File: config.mk
export PLATFORM = sky130hd
export DESIGN_NAME = ultrasonic_frame_parser_unit
export DESIGN_NICKNAME = d
export VERILOG_FILES = /design/src/rtl/core/ufp_pkg.sv /design/src/rtl/core/ufp_cfg_regs.sv /design/src/rtl/core/ufp_frame_engine.sv /design/src/rtl/core/ultrasonic_frame_parser_unit.sv
export VERILOG_INCLUDE_DIRS = /design/src /design/src/rtl/core
export SDC_FILE = /design/constraint.sdc
export NUM_CORES = 1
export LEC_CHECK = 0
export CORE_MARGIN = 2
export CORE_UTILIZATION = 66
export CTS_BUF_LIST = sky130_fd_sc_hd__clkbuf_8
export DETAILED_ROUTE_END_ITERATION = 7
export DONT_BUFFER_PORTS = 1
export PLACE_DENSITY = 0.82
export SLEW_MARGIN = 20
export SYNTH_ARGS = -nofsm -noshare
export SYNTH_HDL_FRONTEND = slang
export SYNTH_SLANG_ARGS = --single-unit
File: constraint.sdc
create_clock -name clk -period 10.1 [get_ports clk]
set_input_delay 2.02 -clock clk [delete_from_list [all_inputs] [get_ports clk]]
set_output_delay 2.02 -clock clk [all_outputs]
set_load 0.02 [all_outputs]
File: src/rtl/core/ultrasonic_frame_parser_unit_macros.svh
// ============================================================================
// Ultrasonic frame parser assertion macros
// Shared concurrent assertion forms for the parser blocks. Each macro expects
// clk and rst to be visible where it is used.
// ============================================================================
`ifndef ULTRASONIC_FRAME_PARSER_UNIT_MACROS_SVH
`define ULTRASONIC_FRAME_PARSER_UNIT_MACROS_SVH

// The consequent must hold in the same cycle as the antecedent.
`define UFP_ASSERT_SAME(label, ante, cons, msg) \
  label: assert property (@(posedge clk) disable iff (rst) (ante) |-> (cons)) \
    else $error(msg);

// The consequent must hold in the cycle after the antecedent.
`define UFP_ASSERT_NEXT(label, ante, cons, msg) \
  label: assert property (@(posedge clk) disable iff (rst) (ante) |=> (cons)) \
    else $error(msg);

`endif

File: src/rtl/core/ufp_pkg.sv
// ============================================================================
// Ultrasonic frame parser package
// Shared types, codes and sizing constants for the frame parser blocks.
// ============================================================================
package ufp_pkg;

  localparam int SENSOR_COUNT = 4;
  localparam int DATA_BYTES   = 2 * SENSOR_COUNT;
  localparam int OUT_LANES    = 4;
  localparam int ASM_IDX_W    = (DATA_BYTES > 1) ? $clog2(DATA_BYTES) : 1;

  localparam logic [3:0]  POS_HUNT      = 4'd0;
  localparam logic [3:0]  POS_FIRST     = 4'd1;
  localparam logic [3:0]  POS_LAST_DATA = 4'(DATA_BYTES);
  localparam logic [15:0] STALE_VALUE   = 16'hFFFF;

  localparam int CFG_IDX_W  = 2;
  localparam int CFG_DATA_W = 16;

  localparam logic [CFG_IDX_W-1:0] REG_START_BYTE  = 2'd0;
  localparam logic [CFG_IDX_W-1:0] REG_STALE_LIMIT = 2'd1;
  localparam logic [CFG_IDX_W-1:0] REG_GAP_LIMIT   = 2'd2;

  localparam logic OP_BYTE = 1'b0;
  localparam logic OP_TICK = 1'b1;

  typedef enum logic [1:0] {
    ST_GOOD  = 2'd0,
    ST_CSUM  = 2'd1,
    ST_SHORT = 2'd2,
    ST_STALE = 2'd3
  } status_t;

  typedef struct packed {
    logic       operation;
    logic [7:0] rx_byte;
  } ufp_in_t;

  typedef struct packed {
    status_t     status;
    logic [15:0] distance_0;
    logic [15:0] distance_1;
    logic [15:0] distance_2;
    logic [15:0] distance_3;
  } ufp_out_t;

  typedef struct packed {
    logic [7:0]  start_byte;
    logic [15:0] stale_limit_ticks;
    logic [7:0]  gap_limit_ticks;
  } ufp_cfg_t;

endpackage

File: src/rtl/core/ufp_cfg_regs.sv
// ============================================================================
// Ultrasonic frame parser configuration registers
// Holds the start byte, the stale limit and the byte gap limit.
// ============================================================================
module ufp_cfg_regs (
  input  logic                             clk,
  input  logic                             rst,
  input  logic                             cfg_we,
  input  logic [ufp_pkg::CFG_IDX_W-1:0]    cfg_index,
  input  logic [ufp_pkg::CFG_DATA_W-1:0]   cfg_data,
  output ufp_pkg::ufp_cfg_t                cfg
);

  always_ff @(posedge clk) begin
    if (rst) begin
      cfg.start_byte        <= 8'd255;
      cfg.stale_limit_ticks <= 16'd500;
      cfg.gap_limit_ticks   <= 8'd50;
    end else if (cfg_we) begin
      unique case (cfg_index)
        ufp_pkg::REG_START_BYTE:  cfg.start_byte        <= cfg_data[7:0];
        ufp_pkg::REG_STALE_LIMIT: cfg.stale_limit_ticks <= cfg_data;
        ufp_pkg::REG_GAP_LIMIT:   cfg.gap_limit_ticks   <= cfg_data[7:0];
        default: ;
      endcase
    end
  end

endmodule

File: src/rtl/core/ufp_frame_engine.sv
// ============================================================================
// Ultrasonic frame parser engine
// Frame state, checksum, gap and age timing, and result formation for one
// registered item per cycle while go is high.
// ============================================================================
module ufp_frame_engine (
  input  logic                 clk,
  input  logic                 rst,
  input  logic                 go,
  input  ufp_pkg::ufp_in_t     item,
  input  ufp_pkg::ufp_cfg_t    cfg,
  output logic                 res_valid,
  output ufp_pkg::ufp_out_t    res
);

  logic [3:0]  frame_position;
  logic [7:0]  running_sum;
  logic [15:0] frame_age;
  logic [7:0]  byte_gap;
  logic        stale_flag;
  logic [7:0]  assembly_bytes [ufp_pkg::DATA_BYTES];
  logic [15:0] stored_distances [ufp_pkg::SENSOR_COUNT];

  logic [3:0]  frame_position_next;
  logic [7:0]  running_sum_next;
  logic [15:0] frame_age_next;
  logic [7:0]  byte_gap_next;
  logic        stale_flag_next;
  logic [15:0] age_inc;
  logic [7:0]  gap_inc;
  logic        asm_we;
  logic [ufp_pkg::ASM_IDX_W-1:0] asm_idx;
  logic        load_dist;
  logic        emit;
  ufp_pkg::status_t status;
  logic [15:0] new_dist [ufp_pkg::SENSOR_COUNT];
  logic [15:0] dist_out [ufp_pkg::OUT_LANES];

  assign age_inc = (frame_age == 16'hFFFF) ? frame_age : frame_age + 16'd1;
  assign gap_inc = (byte_gap == 8'hFF) ? byte_gap : byte_gap + 8'd1;
  assign asm_idx = ufp_pkg::ASM_IDX_W'(frame_position - 4'd1);

  always_comb begin
    frame_position_next = frame_position;
    running_sum_next    = running_sum;
    frame_age_next      = frame_age;
    byte_gap_next       = byte_gap;
    stale_flag_next     = stale_flag;
    asm_we              = 1'b0;
    load_dist           = 1'b0;
    emit                = 1'b0;
    status              = ufp_pkg::ST_GOOD;
    if (item.operation == ufp_pkg::OP_BYTE) begin
      byte_gap_next = '0;
      if (frame_position == ufp_pkg::POS_HUNT) begin
        if (item.rx_byte == cfg.start_byte) begin
          frame_position_next = ufp_pkg::POS_FIRST;
          running_sum_next    = item.rx_byte;
        end
      end else if (frame_position <= ufp_pkg::POS_LAST_DATA) begin
        asm_we              = 1'b1;
        running_sum_next    = running_sum + item.rx_byte;
        frame_position_next = frame_position + 4'd1;
      end else begin
        frame_position_next = ufp_pkg::POS_HUNT;
        emit                = 1'b1;
        if (item.rx_byte != running_sum) begin
          status = ufp_pkg::ST_CSUM;
        end else begin
          status          = ufp_pkg::ST_GOOD;
          load_dist       = 1'b1;
          frame_age_next  = '0;
          stale_flag_next = 1'b0;
        end
      end
    end else begin
      frame_age_next = age_inc;
      if (frame_position != ufp_pkg::POS_HUNT && gap_inc > cfg.gap_limit_ticks) begin
        frame_position_next = ufp_pkg::POS_HUNT;
        byte_gap_next       = '0;
        emit                = 1'b1;
        status              = ufp_pkg::ST_SHORT;
      end else begin
        if (frame_position != ufp_pkg::POS_HUNT) begin
          byte_gap_next = gap_inc;
        end
        if (!stale_flag && age_inc >= cfg.stale_limit_ticks) begin
          stale_flag_next = 1'b1;
          emit            = 1'b1;
          status          = ufp_pkg::ST_STALE;
        end
      end
    end
  end

  always_comb begin
    for (int j = 0; j < ufp_pkg::SENSOR_COUNT; j++) begin
      new_dist[j] = {assembly_bytes[ufp_pkg::ASM_IDX_W'(2 * j)],
                     assembly_bytes[ufp_pkg::ASM_IDX_W'(2 * j + 1)]};
    end
  end

  for (genvar j = 0; j < ufp_pkg::OUT_LANES; j++) begin : g_lane
    if (j < ufp_pkg::SENSOR_COUNT) begin : g_used
      assign dist_out[j] = load_dist ? new_dist[j] :
                           (status == ufp_pkg::ST_STALE || stale_flag) ?
                           ufp_pkg::STALE_VALUE : stored_distances[j];
    end else begin : g_unused
      assign dist_out[j] = ufp_pkg::STALE_VALUE;
    end
  end

  assign res_valid      = go && emit;
  assign res.status     = status;
  assign res.distance_0 = dist_out[0];
  assign res.distance_1 = dist_out[1];
  assign res.distance_2 = dist_out[2];
  assign res.distance_3 = dist_out[3];

  always_ff @(posedge clk) begin
    if (rst) begin
      frame_position <= ufp_pkg::POS_HUNT;
      running_sum    <= '0;
      frame_age      <= 16'd500;
      byte_gap       <= '0;
      stale_flag     <= 1'b1;
      for (int j = 0; j < ufp_pkg::SENSOR_COUNT; j++) begin
        stored_distances[j] <= ufp_pkg::STALE_VALUE;
      end
    end else if (go) begin
      frame_position <= frame_position_next;
      running_sum    <= running_sum_next;
      frame_age      <= frame_age_next;
      byte_gap       <= byte_gap_next;
      stale_flag     <= stale_flag_next;
      if (load_dist) begin
        for (int j = 0; j < ufp_pkg::SENSOR_COUNT; j++) begin
          stored_distances[j] <= new_dist[j];
        end
      end
    end
  end

  always_ff @(posedge clk) begin
    if (go && asm_we) begin
      assembly_bytes[asm_idx] <= item.rx_byte;
    end
  end

`include "ultrasonic_frame_parser_unit_macros.svh"

  `UFP_ASSERT_NEXT(a_good_clears_age, res_valid && res.status == ufp_pkg::ST_GOOD, !stale_flag && frame_age == 16'd0, "good frame did not restart the age")
  `UFP_ASSERT_NEXT(a_short_rehunts, res_valid && res.status == ufp_pkg::ST_SHORT, frame_position == ufp_pkg::POS_HUNT && byte_gap == 8'd0, "short frame left the frame open")
  `UFP_ASSERT_SAME(a_stale_once, res_valid && res.status == ufp_pkg::ST_STALE, !stale_flag && frame_position == frame_position_next, "stale result while already stale")

endmodule

File: src/rtl/core/ultrasonic_frame_parser_unit.sv
// ============================================================================
// Ultrasonic frame parser unit
// Parses start-byte framed distance records with an 8-bit sum checksum,
// times byte gaps and data age from millisecond ticks, and reports results.
//
//   Channel  Signals                            Direction  Transaction
//   item     item_valid, item_stall, item       in         one byte or tick
//   result   result_valid, result_stall, result out        one status record
//   cfg      cfg_we, cfg_index, cfg_data        in         one register write
//
// One item is accepted per cycle unless item_stall is high; the item is held
// in the input register and its result in the result register; the frame
// engine between them does one compare, add and update per item.
// Reset is synchronous; the frame engine returns to hunting and stale.
// A stalled result holds the engine and raises item_stall only when the
// input register is also full.
// ============================================================================
module ultrasonic_frame_parser_unit (
  input  logic                            clk,
  input  logic                            rst,
  input  logic                            item_valid,
  output logic                            item_stall,
  input  ufp_pkg::ufp_in_t                item,
  output logic                            result_valid,
  input  logic                            result_stall,
  output ufp_pkg::ufp_out_t               result,
  input  logic                            cfg_we,
  input  logic [ufp_pkg::CFG_IDX_W-1:0]   cfg_index,
  input  logic [ufp_pkg::CFG_DATA_W-1:0]  cfg_data
);

  logic              s1_valid;
  ufp_pkg::ufp_in_t  s1_item;
  logic              go;
  logic              blocked;
  logic              accept;
  logic              res_valid;
  ufp_pkg::ufp_out_t res;
  ufp_pkg::ufp_cfg_t cfg;

  assign blocked    = result_valid && result_stall;
  assign go         = s1_valid && !blocked;
  assign item_stall = s1_valid && blocked;
  assign accept     = item_valid && !item_stall;

  ufp_cfg_regs u_cfg (
    .clk       (clk),
    .rst       (rst),
    .cfg_we    (cfg_we),
    .cfg_index (cfg_index),
    .cfg_data  (cfg_data),
    .cfg       (cfg)
  );

  ufp_frame_engine u_engine (
    .clk       (clk),
    .rst       (rst),
    .go        (go),
    .item      (s1_item),
    .cfg       (cfg),
    .res_valid (res_valid),
    .res       (res)
  );

  always_ff @(posedge clk) begin
    if (rst) begin
      s1_valid <= 1'b0;
    end else if (accept) begin
      s1_valid <= 1'b1;
    end else if (go) begin
      s1_valid <= 1'b0;
    end
  end

  always_ff @(posedge clk) begin
    if (accept) begin
      s1_item <= item;
    end
  end

  always_ff @(posedge clk) begin
    if (rst) begin
      result_valid <= 1'b0;
    end else if (go) begin
      result_valid <= res_valid;
    end else if (!result_stall) begin
      result_valid <= 1'b0;
    end
  end

  always_ff @(posedge clk) begin
    if (go && res_valid) begin
      result <= res;
    end
  end

endmodule
After elaboration in Yosys (flattened, before gate mapping)
Memory sizes are Yosys's and may differ from the RTL's.
Cells that the tools add are included.
{"block": "word_totals", "register_bits": 146, "ramBits": 128, "in_bits": 32, "out_inout_bits": 68, "elab_cells": 140, "mem_count": 2}
{"block": "op_classes", "addsub": 5, "n_lt_le_gt_ge": 3, "eq_ne": 17, "n_mux": 65, "n_bitwise": 5, "n_reduce_logical": 26}
{"memory": "u_engine.assembly_bytes", "depth": 8, "width": 8, "read_ports": 8, "rd_clocked_by_memory_dff": 0, "write_ports": 1, "line": "ufp_frame_engine.sv:21", "source": "logic [7:0] assembly_bytes [ufp_pkg::DATA_BYTES];"}
{"memory": "u_engine.stored_distances", "depth": 4, "width": 16, "read_ports": 4, "rd_clocked_by_memory_dff": 0, "write_ports": 4, "line": "ufp_frame_engine.sv:22", "source": "logic [15:0] stored_distances [ufp_pkg::SENSOR_COUNT];"}
{"operator": "$mux W16", "count": 17}
{"operator": "$mux W8", "count": 7}
{"operator": "$mux W1", "count": 31}
{"operator": "$mux W4", "count": 5}
{"operator": "$add A16 B1 Y16 const B", "count": 1}
{"operator": "$eq A16 B16 Y1 const B", "count": 1}
{"operator": "$ge A16 B16 Y1", "count": 1}
{"operator": "$mux W2", "count": 5}
{"operator": "$ne A2 B2 Y1 const B", "count": 5}
{"operator": "$logic_and A1 B1 Y1", "count": 9}
{"operator": "$add A8 B1 Y8 const B", "count": 1}
{"operator": "$add A8 B8 Y8", "count": 1}
{"operator": "$eq A8 B8 Y1", "count": 1}
{"operator": "$eq A8 B8 Y1 const B", "count": 1}
{"operator": "$gt A8 B8 Y1", "count": 1}
{"operator": "$ne A8 B8 Y1", "count": 1}
{"operator": "$reduce_and A2 Y1", "count": 4}
{"operator": "$reduce_and A4 Y1", "count": 2}
{"operator": "$ne A2 B1 Y1 const B", "count": 3}
{"operator": "$reduce_and A6 Y1", "count": 1}
{"operator": "$add A4 B1 Y4 const B", "count": 1}
{"operator": "$eq A2 B2 Y1 const B", "count": 2}
{"operator": "$le A4 B4 Y1 const B", "count": 1}
{"operator": "$logic_not A4 Y1", "count": 1}
{"operator": "12 further kinds", "count": 18}

Longest topological paths before layout
Gate-level depths: netlist of the first run.
{"block": "depth", "word_depth": 11, "mapped_depth": 15, "depth_no_buf": 13}

Modules after synthesis
Synthesis of the first run repeated with hierarchy kept, for this count alone.
{"block": "unflattened", "cells_unflattened": 1082, "hier_area_um2": 12435.7}
{"mod": "ufp_frame_engine", "n_inst": 1, "cells_per_inst": 863, "area_each_um2": 8765.9, "seq_area_each_um2": 4584.4}
{"mod": "ultrasonic_frame_parser_unit", "n_inst": 1, "cells_per_inst": 87, "area_each_um2": 2346.0, "seq_area_each_um2": 2292.2}
{"mod": "ufp_cfg_regs", "n_inst": 1, "cells_per_inst": 132, "area_each_um2": 1323.8, "seq_area_each_um2": 640.6}

Worst setup path before layout of the first run
Ideal clock, no wire load.
{"block": "synth_path", "kind": "register to register", "from": "register u_engine.frame_age[0]", "to": "register result[0] (netlist name), enable pin", "setup_time_ns": 0.589, "arrival_ns": 7.472, "t_required_ns": 9.511, "path_slack_ns": 2.040, "path_stages_with_launch": 14, "n_path_buf": 0, "period_less_slack_ns": 8.060, "cell_sequence": "dfxtp_1 -> ha_1 -> nand4_1 -> nor4_4 -> nor3_2 -> and3_4 -> xor2_1 -> ha_1 -> and4_1 -> nand2_1 -> a221o_1 -> a31oi_1 -> o21bai_1 -> a211oi_1"}
{"block": "synth_between", "elab_chain_len": 9, "word_cells_on_any_way": 10, "classes_between": "1 x add/sub; 1 x order compare; 1 x eq/ne; 4 x mux; 3 x reduce/logical"}
{"item": "from (decl)", "line": "ufp_frame_engine.sv:18", "source": "logic [15:0] frame_age;"}
{"item": "from (signal assigned)", "line": "ufp_frame_engine.sv:133", "source": "frame_age <= frame_age_next;"}
{"item": "$add A16 B1 Y16 or $eq A16 B16 Y1 (tied branches)", "line": "ufp_frame_engine.sv:39", "source": "assign age_inc = (frame_age == 16'hFFFF) ? frame_age : frame_age + 16'd1;"}
{"item": "$mux W16 *", "line": "ufp_frame_engine.sv:39"}
{"item": "$ge A16 B16 Y1 *", "line": "ufp_frame_engine.sv:87", "source": "if (!stale_flag && age_inc >= cfg.stale_limit_ticks) begin"}
{"item": "$logic_and A1 B1 Y1 *", "line": "ufp_frame_engine.sv:87"}
{"item": "$mux W1 *", "line": "ufp_frame_engine.sv:87"}
{"item": "$mux W1 *", "line": "ufp_frame_engine.sv:78", "source": "if (frame_position != ufp_pkg::POS_HUNT && gap_inc > cfg.gap_limit_ticks) begin"}
{"item": "$mux W1 *", "line": "ufp_frame_engine.sv:53", "source": "if (item.operation == ufp_pkg::OP_BYTE) begin"}
{"item": "$logic_and A1 B1 Y1 *", "line": "ufp_frame_engine.sv:113", "source": "assign res_valid = go && emit;"}
{"item": "$logic_and A1 B1 Y1 *", "line": "ultrasonic_frame_parser_unit.sv:92", "source": "if (go && res_valid) begin"}
{"item": "to (signal assigned)", "line": "ultrasonic_frame_parser_unit.sv:93", "source": "result <= res;"}
{"item": "to (decl)", "line": "ultrasonic_frame_parser_unit.sv:26", "source": "output ufp_pkg::ufp_out_t result,"}
Every way passes the cells marked *; elsewhere a longest branch is shown, timed or not.
A chain may end at the register's enable or synchronous reset.

Final worst setup path of the first run
{"block": "layout_path", "from": "register u_engine.frame_age[0]", "to": "register result[28] (netlist name), enable pin"}
The elaborated chain is that of the path after synthesis.

==> results of run 1 <==
[worst min path at each step]
| stage | from | end |
|---|---|---|
| floorplan | u_cfg.cfg[11] | u_cfg.cfg[11] |
| global placement | u_cfg.cfg[21] | u_cfg.cfg[21] |
| detailed placement | u_cfg.cfg[19] | u_cfg.cfg[19] |
| CTS | u_cfg.cfg[19] | u_cfg.cfg[19] |
| global route | u_cfg.cfg[23] | u_cfg.cfg[23] |
| finish | u_cfg.cfg[19] | u_cfg.cfg[19] |
[area by class of cell]
type                    count  area share
clock inverters            33      0.0123
clock buffers              47      0.0473
well taps                 260      0.0238
flip-flops and latches    274       0.549
multi-input cells         769       0.350
repair buffers             12     0.00658
inverters                  38      0.0104
[placed cells by master (no fill, tap or decap), drive strengths merged, types with 35 or more instances in the layout]
cell type | Yosys | routed
dfxtp | 71 | 71
edfxtp | 203 | 203
clkbuf | 58 | 47
ha | 35 | 35
nand2 | 73 | 73
nand3 | 35 | 35
inv | 37 | 54
or3 | 131 | 131
nor2 | 111 | 111
a21oi | 54 | 54
nor3 | 88 | 88
o22ai | 64 | 64
[routing by layer]
layer  global-route usage  part of all wire
met4                0.107             0.033
met5                    0                 0
met2                0.446              0.48
met1                0.362              0.41
met3               0.0543             0.079
[power by group through the flow]
stage | Combinational [uW] | Sequential [uW] | Clock, uW
floorplan | 79.9 | 1250 | 0
global placement | 95.1 | 1250 | 0
detailed placement | 98.0 | 1250 | 0
CTS | 98.2 | 1230 | 881
global route | 108 | 1230 | 930
finish | 98.3 | 1230 | 870
[worst max-delay path, stage by stage (launching register included)]
cell and delay (ns):
dfxtp_1 0.44, ha_1 0.24, nand4_1 0.20, nor4_4 0.49, nor3_2 0.15, and3_4 0.23
xor2_1 0.15, ha_1 0.32, and4_1 0.25, nand2_1 0.07, a221o_1 0.30, a31oi_4 0.18
buf_4 0.59, o21bai_1 0.30, a211oi_4 0.25, buf_4 0.66
[cells by family after synthesis]
logic type      share of synthesized area
compound gates                     0.0948
xor+xnor                           0.0185
fa+ha+maj                          0.0359
buf+inv                            0.0400
flops                               0.589
mux                                0.0149
simple gates                        0.207
[through the flow]
| stage | setup slack, ns | cell area [um2] | total power, uW | std cells |
|---|---|---|---|---|
| final | 4.83 | 13700 | 2200 | 1433 |
| after global routing | 4.45 | 13700 | 2270 | 1433 |
| after CTS | 4.81 | 13700 | 2210 | 1433 |
| after detailed placement | 4.86 | 12900 | 1350 | 1353 |
| after global placement | 5.03 | 12900 | 1350 | 1353 |
| after floorplan | 2.04 | 12800 | 1330 | 1165 |
[registers in the layout (all words and copies together) (netlist names)]
signal / flops
result: 66
u_engine.byte_gap: 8
u_engine.stale_flag: 1
u_engine.running_sum: 8
s1_item: 9
u_engine.assembly_bytes: 64
u_engine.stored_distances: 64
u_engine.frame_position: 4
s1_valid: 1
u_cfg.cfg: 32
result_valid: 1
u_engine.frame_age: 16
==> out/results.tsv, run 1 <==
metric	value	unit
outcome	complete, no violations	
worst reg2reg endpoint	result[28]	
CTS tree	done	
drt initial violations	790	
post-synth top area share	0.478	
sequential share of power	0.559	
Hold Buf Count CTS	0	
# clock sinks	274	
max-cap check violation count	0	
grt ovf	0	
die area	20500	um2
Post-synth EDFFs	203	
max_slew headroom	0.343	
Hold Crit Depth	2	
worst flop-to-flop path startpoint	u_engine.frame_age[0]	
number of library cell types mapped by synthesis	70	
Tightest Pin Transition	0.982	ns
Die X	143	um
Net Sw Frac	0.228	
Power Density	160	nW/um2
largest net degree at the start of global routing	135	
I/O Pins	100	
Fill cells	1288	
Final Hold Violating Endpoints	0	
Seq cells post-synth	274	
RSZ-0062 raised after global routing	no	
crit path to	result[28]	
footprint of the multi-input gates	4800	um2
Comb power frac	0.045	
critical path startpoint	u_engine.frame_age[0]	
first drt pass iteration count	5	
Starting Density	0.678	
CTS H-tree depth	2	
# rows	50	
Syn Std Cell Area	12800	um2
vias	9080	
Max Fclk	190	MHz
CP startpoint kind	flip-flop	
r2r setup slk	4.83	ns
per-cell routed wire length	19.1	um
vias in the first global route	8489	
Ant. Diodes	0	
GRT Util Overall	0.273	
Layout Nets	1206	
WP data required	10.26	ns
Tmin final	5.27	ns
ys async rst share	0	
cts bufs inserted	43	
drc violations	0	
Final Core Density	0.727	
Mapped Cells	1165	
CTS Buffer Depth	3	
fin crit share	0.522	
Worst-Skew Late Latency	0.54	ns
most common cell in the netlist	edfxtp_1	
net count after synthesis	1233	
area leader, netlist	edfxtp_1	
TNS Setup	0	ns
Worst Clk Skew	0.0103	ns
Core ar.	18800	um2
Lkg Pwr	0.00415	uW
CP Capture Type	flip-flop	
Commonest cells post-synth	edfxtp_1 (203), or3_1 (131), nor2_1 (109), nor3_1 (84), nand2_1 (73)	
worst path arrival time	5.43	ns
final RePlAce weighted congestion	0.863	
die height	143	um
overall routed net length	27400	um
via/cell ratio	6.34	
initial antenna violation count	0	
Crit Path Max Fanout	66	
Hold Path Class	flip-flop to flip-flop	
sequential cell area	7520	um2
first-pass GRT wire length	43700	um
switching power total	500	uW
Pins Over Slew Limit	0	
post-detail-place hpwl	16400	um
final setup fails	0	
R2R cell count	15	
Max rail drop VDD	0.0914	mV
Post-CTS Setup Repair Bufs	0	
root buf cell	clkbuf_8	
prevailing post-synth register cell	edfxtp_1	
critical path class	flip-flop to flip-flop	
P&R area growth vs syn	7.25	%
Internal	1700	uW
Final ANT Viol Nets	0	
syn_area_per_cell	11.0	um2
dominant cells by area after synthesis	edfxtp_1 (48%), dfxtp_1 (11%), or3_1 (6.4%)	
hold_ws	0.452	ns
share of cells above drive strength 1	0.0853	
clock share of power	0.396	
sequential-to-total area share from yosys stat	0.589	
Worst-path clk slew	0.06	ns
port bufs	0	
post_cts resized	0	
YS warnings	0	
No activity file was read; power rests on OpenSTA's default activity.
==> run 2: changes to the inputs <==
- clock period: 10.1 -> 4.9 ns (I/O delays scaled with it)
==> out/results.tsv, run 2 (synthesis results as in run 1) <==
metric	value	unit	change
outcome	complete, no violations		unchanged
die area	20500	um2	unchanged
final setup fails	0		unchanged
Starting Density	0.678		unchanged
vias	9118		was 9080
post-detail-place hpwl	16600	um	was 16400 um
share of cells above drive strength 1	0.0921		was 0.0853
Worst path depth	14		was 15
Pins Over Slew Limit	0		unchanged
critical path's largest stage delay	0.62	ns	was 0.66 ns
port bufs	0		unchanged
Ant. Diodes	0		unchanged
Fill cells	1293		was 1288
cts bufs inserted	43		unchanged
crit path to	result[42]		was result[28]
r2r setup slk	0.86	ns	was 4.83 ns
critical path's top delay family	simple AND/OR/NAND/NOR gates		unchanged
initial antenna violation count	0		unchanged
Hold Buf Count CTS	0		unchanged
crit path cell chain	ha_4, nand4_1, nor4_4, nor3_2, and3_4, xor2_1, ha_1, and4_1, nand2_1, a221o_1, a31oi_4, o21bai_2, a211oi_4, buf_12		was ha_1, nand4_1, nor4_4, nor3_2, and3_4, xor2_1, ha_1, and4_1, nand2_1, a221o_1, a31oi_4, buf_4, o21bai_1, a211oi_4, buf_4
Max rail drop VDD	0.248	mV	was 0.0914 mV
Max Fclk	248	MHz	was 190 MHz
Top Registers	result: 66 flops, u_engine.assembly_bytes: 64 flops, u_engine.stored_distances: 64 flops		unchanged
post_cts resized	0		unchanged
Post-CTS Setup Repair Bufs	0		unchanged
# clock sinks	274		unchanged
footprint of the multi-input gates	4800	um2	about the same
root buf cell	clkbuf_8		unchanged
overall routed net length	27700	um	was 27400 um
first drt pass iteration count	5		unchanged
die height	143	um	unchanged
drc violations	0		unchanged
sequential cell area	7520	um2	about the same
largest net degree at the start of global routing	135		unchanged
Design Area, Final	13800	um2	was 13700 um2
max-cap check violation count	0		unchanged
CTS H-tree depth	2		unchanged
most common cell after layout, fill and taps aside	edfxtp_1		unchanged
Crit Path Max Fanout	66		unchanged
Tmin final	4.04	ns	was 5.27 ns
CP startpoint kind	flip-flop		unchanged
critical path class	flip-flop to flip-flop		unchanged
most frequent cells in the layout	edfxtp_1 (203), or3_1 (130), nor2_1 (109)		unchanged
worst flop-to-flop path startpoint	u_engine.frame_age[1]		was u_engine.frame_age[0]
Final ANT Viol Nets	0		unchanged
WP data required	5.11	ns	was 10.26 ns
CP bufs+invs	1		was 2
I/O Pins	100		unchanged
CTS tree	done		unchanged
GRT Util Overall	0.275		was 0.273
Placed Area	13000	um2	was 12900 um2
vias in the first global route	8658		was 8489
Final Core Density	0.731		was 0.727
worst reg2reg endpoint	result[42]		was result[28]
critical path's slowest cell	nor4_4		was buf_4
grt ovf	0		unchanged
Layout Nets	1211		was 1206
Final Hold Violating Endpoints	0		unchanged
Power Density	328	nW/um2	was 160 nW/um2
drt initial violations	741		was 790
RSZ-0062 raised after global routing	no		unchanged
Worst-path clk slew	0.06	ns	about the same
CP Capture Type	flip-flop		unchanged
Hold Path Class	flip-flop to flip-flop		unchanged
P&R area growth vs syn	7.79	%	was 7.25%
Lkg Pwr	0.00415	uW	about the same
final RePlAce weighted congestion	0.887		was 0.863
Die X	143	um	unchanged
Largest register FFs	66		unchanged
Worst-Skew Late Latency	0.56	ns	was 0.54 ns
max_slew headroom	0.320		was 0.343
Core ar.	18800	um2	unchanged
CTS Buffer Depth	3		unchanged
fin crit share	0.824		was 0.522
per-cell routed wire length	19.3	um	was 19.1 um
largest reg by FF count	result		unchanged
worst path arrival time	4.25	ns	was 5.43 ns
critical path startpoint	u_engine.frame_age[1]		was u_engine.frame_age[0]
R2R cell count	14		was 15
via/cell ratio	6.36		was 6.34
TNS Setup	0	ns	unchanged
Worst Clk Skew	0.0141	ns	was 0.0103 ns
first-pass GRT wire length	44000	um	was 43700 um
Tightest Pin Transition	1.02	ns	was 0.982 ns
# rows	50		unchanged
-- run 2: cell types whose count changed in the layout (fill, tap and decap cells not counted), moves of 2 or more --
cell and delta:
dfxtp_1 -2, buf_12 +3, nor3_2 -2, clkbuf_8 +2, inv_1 -5, buf_4 +2, nor3_1 +2
-- run 2: worst register-to-register path: cells and delay by family, from the launching register on --
family	cells	cell delay, ns
AOI/OAI and AO/OA	4	0.92
xor gates and xnor gates	1	0.14
adders and majority gates	2	0.46
buffers and inverters	1	0.35
DFF	1	0.38
and+or+nand+nor	6	1.42
-- run 2: per-layer routing --
layer,GRT usage,part of all wire
met1,0.345,0.39
met2,0.469,0.49
met3,0.0684,0.097
met4,0.0875,0.019
met5,0,0
-- run 2: layout make-up --
class,count,share of cell area
Clock inverter,26,0.00910
Timing Repair Buffer,17,0.0120
Inverter,38,0.0104
Sequential cell,274,0.547
Tap cell,260,0.0236
Multi-Input combinational cell,769,0.349
Clock buffer,49,0.0490
-- run 2: through the flow --
stage                     setup WS [ns]  cells  power (uW)  hold WS [ns]
after floorplan                 0.00712   1165        2730         0.436
after global placement             1.07   1358        2780         0.442
after detailed placement          0.920   1358        2790         0.445
after CTS                         0.901   1433        4540         0.453
after global routing              0.641   1433        4670         0.477
final                             0.862   1433        4520         0.456
-- run 2: power breakdown --
group          internal [uW]  leakage, uW  switching (uW)
Combinational           57.7      0.00163             153
Sequential              2500      0.00206            29.4
Clock                    917     0.000453             861
Total                   3470      0.00415            1040
-- run 2: worst min-delay path by stage --
stage,endpoint,depth (start not counted),from,slack [ns]
final,u_cfg.cfg[19],2,u_cfg.cfg[19],0.46
after CTS,u_cfg.cfg[19],2,u_cfg.cfg[19],0.45
after global placement,u_cfg.cfg[19],2,u_cfg.cfg[19],0.44
after detailed placement,u_cfg.cfg[19],2,u_cfg.cfg[19],0.44
after global routing,u_engine.frame_position[0],1,rst,0.48
after floorplan,u_cfg.cfg[11],2,u_cfg.cfg[11],0.44
